## config.mk

```make
export PLATFORM = sky130hd
export DESIGN_NAME = s20_out_buf
export DESIGN_NICKNAME = d
export VERILOG_FILES = /design/src/design/s20_pkg.sv /design/src/design/s20_out_buf.sv
export SDC_FILE = /design/constraint.sdc
export NUM_CORES = 2
export LEC_CHECK = 0
export BUFFER_PORTS_ARGS = -buffer_cell sky130_fd_sc_hd__buf_2
export CORE_AREA = 2 2 608 610
export DETAILED_ROUTE_END_ITERATION = 16
export DIE_AREA = 0 0 610 612
export PLACE_DENSITY = 0.34
export SYNTH_ARGS = -nofsm -noshare
export SYNTH_HDL_FRONTEND = slang
export SYNTH_SLANG_ARGS = --single-unit
```

## constraint.sdc

```tcl
create_clock -name clk -period 41.3 [get_ports clk]
set_input_delay 6.195 -clock clk [delete_from_list [all_inputs] [get_ports clk]]
set_output_delay 6.195 -clock clk [all_outputs]
set_load 0.01 [all_outputs]
```

## src/design/s20_pkg.sv

```systemverilog
package s20_pkg;

	// Round count and the pipeline depth that follows from it
	localparam int ROUND_COUNT   = 20;
	localparam int DOUBLE_ROUNDS = (ROUND_COUNT + 1) / 2;
	localparam int STEPS_PER_DR  = 4;
	localparam int STAGES        = DOUBLE_ROUNDS * STEPS_PER_DR;
	localparam int WORDS         = 16;

	typedef logic [31:0] word_t;
	typedef word_t [WORDS-1:0] state_t;
	typedef logic [3:0] widx_t;

	// Each stage does half of a quarter round on all four quarters at once
	typedef enum logic [1:0] {
		STEP_COL_BC = 2'd0,
		STEP_COL_DA = 2'd1,
		STEP_ROW_BC = 2'd2,
		STEP_ROW_DA = 2'd3
	} step_t;

	// Word positions of a, b, c, d for each quarter round
	localparam widx_t COL_IDX [4][4] = '{
		'{4'd0,  4'd4,  4'd8,  4'd12},
		'{4'd5,  4'd9,  4'd13, 4'd1},
		'{4'd10, 4'd14, 4'd2,  4'd6},
		'{4'd15, 4'd3,  4'd7,  4'd11}
	};
	localparam widx_t ROW_IDX [4][4] = '{
		'{4'd0,  4'd1,  4'd2,  4'd3},
		'{4'd5,  4'd6,  4'd7,  4'd4},
		'{4'd10, 4'd11, 4'd8,  4'd9},
		'{4'd15, 4'd12, 4'd13, 4'd14}
	};

	localparam int ROLE_A = 0;
	localparam int ROLE_B = 1;
	localparam int ROLE_C = 2;
	localparam int ROLE_D = 3;

	function automatic word_t rotl(input word_t v, input logic [4:0] s);
		rotl = (v << s) | (v >> (6'd32 - {1'b0, s}));
	endfunction

endpackage

```

## src/design/s20_out_buf.sv

```systemverilog
module s20_out_buf (
	input  logic            clk,
	input  logic            arst_n,
	input  logic            vld_in,
	input  s20_pkg::state_t st_in,
	input  s20_pkg::state_t orig_in,
	output logic            en,
	output logic            out_vld,
	output s20_pkg::state_t out_st,
	input  logic            out_rdy
);
	import s20_pkg::*;

	state_t sum;
	state_t out_q;
	state_t skid_q;
	logic   out_vld_q;
	logic   skid_vld_q;
	logic   take;

	// Feed-forward add of the original words
	always_comb begin
		for (int k = 0; k < WORDS; k++) begin
			sum[k] = st_in[k] + orig_in[k];
		end
	end

	assign take    = out_vld_q && out_rdy;
	assign en      = !skid_vld_q;
	assign out_vld = out_vld_q;
	assign out_st  = out_q;

	// Output register with one skid entry behind it
	always_ff @(posedge clk or negedge arst_n) begin
		if (!arst_n) begin
			out_vld_q  <= 1'b0;
			skid_vld_q <= 1'b0;
		end else if (skid_vld_q) begin
			if (take) begin
				skid_vld_q <= 1'b0;
			end
		end else if (vld_in) begin
			if (out_vld_q && !take) begin
				skid_vld_q <= 1'b1;
			end else begin
				out_vld_q <= 1'b1;
			end
		end else if (take) begin
			out_vld_q <= 1'b0;
		end
	end

	always_ff @(posedge clk) begin
		if (skid_vld_q) begin
			if (take) begin
				out_q <= skid_q;
			end
		end else if (vld_in) begin
			if (out_vld_q && !take) begin
				skid_q <= sum;
			end else begin
				out_q <= sum;
			end
		end
	end

	a_skid_behind_out: assert property (@(posedge clk) disable iff (!arst_n)
		skid_vld_q |-> out_vld_q)
		else $error("skid entry held with empty output register");

	a_skid_fill: assert property (@(posedge clk) disable iff (!arst_n)
		$rose(skid_vld_q) |-> $past(out_vld_q && !out_rdy && vld_in))
		else $error("skid filled without a stalled result");

	a_skid_hold: assert property (@(posedge clk) disable iff (!arst_n)
		skid_vld_q && !take |=> skid_vld_q && $stable(skid_q))
		else $error("skid entry lost");

endmodule

```

### Word-level counts from Yosys, hierarchy flattened

Cells that the tools add are included.

| operators by class | value |
|---|---|
| bitwise gates (word level) | 1 |
| add/sub/neg operators | 16 |
| equal/unequal tests | 3 |
| reductions and logical operators | 9 |
| muxes and demuxes | 11 |

Operators with widths:

| operator | count |
|---|---|
| 512-bit 2-to-1 mux | 4 |
| 32-bit adder | 16 |
| 3-bit AND reduction | 3 |
| 1-bit 2-to-1 mux | 7 |
| 2-bit inequality test, second input constant | 2 |
| 2-bit nonzero test | 2 |
| 1-bit logical AND | 2 |
| 1-bit logical NOT | 2 |
| 2-bit by 1-bit inequality test with 1-bit output, second input constant | 1 |
| 1-bit inverter | 1 |

| word-level totals | value |
|---|---|
| bits in registers | 1026 |
| input bits | 1028 |
| word-level logic and storage cells | 74 |

### Logic depth before layout (Yosys ltp)

| depth | value |
|---|---|
| word-level depth | 6 |
| mapped depth | 11 |
| depth with buffers taken out | 11 |

### Least setup slack after synthesis

No wires, ideal clock.

| path | value |
|---|---|
| kind | input-to-reg |
| start | input port out_rdy |
| end | register out_q, in the netlist out_st[0] (enable) |
| arrival time | 30776 ps |
| slack | 8966 ps |
| buffers on the path | 0 |
| data required time | 39742 ps |
| cell stages on the path | 2 |
| cell sequence | nor2b_1 a21oi_1 |

| between the ends | value |
|---|---|
| longest elaborated chain between the ends | 5 |

Ends and longest elaborated chain:

| what | line | RTL |
|---|---|---|
| start: declaration | s20_out_buf.sv:10 | `input logic out_rdy` |
| 1-bit logical AND * | s20_out_buf.sv:28 | `assign take = out_vld_q && out_rdy;` |
| 1-bit logical NOT | s20_out_buf.sv:59 | `if (out_vld_q && !take) begin` |
| 1-bit logical AND | s20_out_buf.sv:59 |  |
| 2-bit inequality test (no line) | -- |  |
| 3-bit AND reduction (no line) * | -- |  |
| end signal: assignment | s20_out_buf.sv:56 | `out_q <= skid_q;` |
| end signal: assignment | s20_out_buf.sv:62 | `out_q <= sum;` |
| end: declaration | s20_out_buf.sv:15 | `state_t out_q;` |

Mark *: on every way between the ends. The rest lies on a longest branch, timed or not.
A chain may end at the register's enable or synchronous reset.

### Worst setup path in the final report

| path | value |
|---|---|
| start | input port vld_in |
| end | register out_q, in the netlist out_st[488] (enable) |

| between the ends | value |
|---|---|
| longest elaborated chain between the ends | 2 |

Ends and longest elaborated chain:

| what | line | RTL |
|---|---|---|
| start: declaration | s20_out_buf.sv:4 | `input logic vld_in,` |
| 2-bit nonzero test (no line) | -- |  |
| 3-bit AND reduction (no line) | -- |  |

No other way between the ends.

==> results.sh <==
export IMPL_numCtsBuffers=150
export IMPL_synthCells=5725
export IMPL_portBuffers=1541
export IMPL_antenna_found_initial=256
export IMPL_grt_pass1_wl_mm=468.7
export IMPL_multi_input_area_mm2=0.03106
export IMPL_r2r_end="out_st[488]"
export IMPL_path_cells="buf_2, nand2_1, a21oi_4, buf_4, buf_4, buf_4, buf_4"
export IMPL_cts_resized_gates=0
export IMPL_place_area_mm2=0.07636
export IMPL_cpMostUsedCell="buf_4"
export IMPL_ios=1542
export IMPL_synthToLayoutAreaGrowth_pct=28.66
export IMPL_cts_setup_buffers=0
export IMPL_regToRegSetupSlack_ns=36.28
export IMPL_gp_congestion=0.9490
export IMPL_ctsHtreeMaxLevel=4
export IMPL_clkLatencyLatePin_ns=0.84
export IMPL_design_area_mm2=0.08116
export IMPL_grt_max_degree=138
export IMPL_finalHoldViolCount=0
export IMPL_rsz0062_at_grt="no"
export IMPL_startpoint_type="input pin"
export IMPL_drc=0
export IMPL_vdd_drop_max_mv=0.03375
export IMPL_vias=53900
export IMPL_crit_path_max_fanout=54
export IMPL_async_flop_share=0.001949
export IMPL_sw_frac_of_total=0.3885
export IMPL_reg2reg_depth=7
export IMPL_maxCapViolCount=0
export IMPL_slew_headroom=0.2300
export IMPL_p_leak_nw=33.48
export IMPL_worst_pin_slew_ns=1.126
export IMPL_grt_overflow=0
export IMPL_power_frac_comb=0.369
export IMPL_drt_vias_per_instance=4.401
export IMPL_setup_tns_final_ns=0
export IMPL_syn_nets=7265
export IMPL_seq_area_mm2=0.03080
export IMPL_required_ns=41.76
export IMPL_finalCritPeriodShare=0.2286
export IMPL_fp_dieH_um=612
export IMPL_cts_sinks=1026
export IMPL_clk_root_buffer_cell="clkbuf_16"
export IMPL_yosys_register_bits=1026
export IMPL_wire_per_inst_um=28.83
export IMPL_clk_pin_slew_worst_paths_ns=0.06
export IMPL_worst_path_largest_cell_delay_ns=0.81
export IMPL_rr_startpoint="skid_vld_q"
export IMPL_timing_fmax_ghz=0.1059
export IMPL_nNetsFinal=8775
export IMPL_status="complete, no violations"
export IMPL_wl_mm=353.1
export IMPL_yosys_area_top_type="edfxtp_1"
export IMPL_worst_ep_arrival_time_ns=9.90
export IMPL_netlist_area_mm2=0.06308
export IMPL_clockBufferDepth=4
export IMPL_cts_tree="done"
export IMPL_synth_commonest_cells="edfxtp_1, nand2_1, ha_1"
export IMPL_dieArea_mm2=0.3733
export IMPL_synth_cell_types=100
export IMPL_fin_skew_ns=0.02597
export IMPL_grt_pass1_vias=53480
export IMPL_pwr_share_seq=0.365
export IMPL_crit_slowest_cell="buf_4"
export IMPL_postRouteAntennaNets=0
export IMPL_fillCellCount=39990
export IMPL_power_density_mw_per_mm2=58.91
export IMPL_die_x_um=610
export IMPL_synth_top_cell_area_share=0.4875
export IMPL_initial_core_util=0.1718
export IMPL_finalSetupViolCount=0
export IMPL_rows=223
export IMPL_clockPowerShare=0.266
export IMPL_ys_seq_area_frac=0.4882
export IMPL_cp_startpoint="vld_in"
export IMPL_endpoint="out_st[488]"
export IMPL_slew_viol_final=0
export IMPL_p_int_mw=2.924
export IMPL_dr_pass1_iters=5
export IMPL_design_core_area_mm2=0.3672
export IMPL_layout_drive_gt1_share=0.2895
export IMPL_synth_warnings=0
export IMPL_synthFlopType="edfxtp_1"
export IMPL_synth_edf_count=1024
export IMPL_globalRouteTotalUtil=0.1809
export IMPL_crit_path_end_kind="flip-flop"
export IMPL_crit_type="in2reg"
export IMPL_power_switching_mw=1.858
export IMPL_dp_hpwl_mm=293.3
export IMPL_yosys_top_cells_area="edfxtp_1, ha_1, mux2_2"
export IMPL_drt_initial_drc_count=3798
export IMPL_cts_hold_buffers=0
export IMPL_synthMostInstantiatedCell="edfxtp_1"
export IMPL_period_needed_ns=9.442
export IMPL_synth_area_per_cell_um2=11.02
export IMPL_min_from="skid_q[279]"
export IMPL_hp_class="reg2reg"
cells by family (layout without fill, tap and decap cells):
family,after synthesis,count (layout),synth area share
other,0,72,0
muxes,303,303,0.05405
AOI/OAI and AO/OA,1534,1534,0.1607
adders and majority gates,512,512,0.1035
xor gates and xnor gates,477,477,0.06623
and+or+nand+nor,1545,1545,0.1075
buffers and inverters,328,1941,0.01981
DFF,1026,1026,0.4882
state kept, by name (all words and copies together), names as in the netlist:
register	flops
out_st	512
out_vld	1
skid_q	512
skid_vld_q	1
per-layer routing:
layer  global-route usage  wire length (um)  up-vias
li1                     -                 -    24540
met1               0.2137            142700    26770
met2               0.3297            180900     1890
met3              0.03044             16470      666
met4              0.05865             12760       36
met5                    0               218        -
layout by cell type (no fill, tap or decap), types with 53 or more instances in the layout:
cell type / netlist / layout
nand2_1: 867 / 867
nor3_1: 59 / 59
buf_2: 3 / 1541
mux2_2: 297 / 297
a21o_1: 313 / 313
xnor2_1: 304 / 304
a211oi_1: 53 / 53
o21bai_1: 90 / 90
o21ai_0: 165 / 165
a21oi_1: 458 / 457
clkbuf_16: 0 / 151
diode_2: 0 / 72
edfxtp_1: 1024 / 1024
nor2_1: 246 / 246
ha_1: 496 / 496
inv_1: 110 / 110
xor2_1: 173 / 173
nand4_1: 66 / 66
o21a_1: 63 / 63
o21ai_1: 60 / 60
nand3_1: 96 / 96
worst min-delay path by stage:
| stage | end | slack, ns | depth (start not counted) |
|---|---|---|---|
| finish | out_st[279] | 0.50 | 2 |
| floorplan | out_st[100] | 0.49 | 2 |
| global route | out_st[366] | 0.52 | 2 |
| detailed placement | out_st[427] | 0.50 | 2 |
| CTS | out_st[408] | 0.50 | 2 |
| global placement | out_st[167] | 0.49 | 2 |
per-stage QoR:
stage / setup slack [ns] / util / power (mW) / hold slack [ns] / cells
after floorplan: 8.966 / - / 2.895 / 0.4874 / 5725
after global placement: 30.93 / 0.2080 / 3.582 / 0.4932 / 11920
after detailed placement: 30.95 / 0.2080 / 3.576 / 0.4973 / 11920
after CTS: 31.87 / 0.2205 / 4.903 / 0.4966 / 12180
after global routing: 31.67 / 0.2208 / 5.030 / 0.5189 / 12210
final: 31.86 / 0.2210 / 4.782 / 0.4998 / 12250
critical path, delay by kind of cell:
family                 cells  cell delay, ns
AOI/OAI and AO/OA          1            0.49
buffers and inverters      5            2.86
and+or+nand+nor            1            0.12
power by group through the flow:
stage / Combinational (mW) / Clock [mW] / Sequential (mW)
3_3_place_gp: 1.82 / 0 / 1.77
2_1_floorplan: 0.808 / 0 / 2.09
4_1_cts: 1.82 / 1.33 / 1.75
5_1_grt: 1.90 / 1.36 / 1.77
6_report: 1.76 / 1.27 / 1.74
3_5_place_dp: 1.81 / 0 / 1.76
area by class of cell:
type                    instances  area share
clock buffers                 171     0.04748
clock inverters                84    0.009419
multi-input cells            4371      0.3827
well taps                    4837     0.07457
diodes                         72    0.002220
repair buffers               1574     0.09885
flip-flops and latches       1026      0.3795
inverters                     112    0.005272
Power figures use the tool's default switching activity.
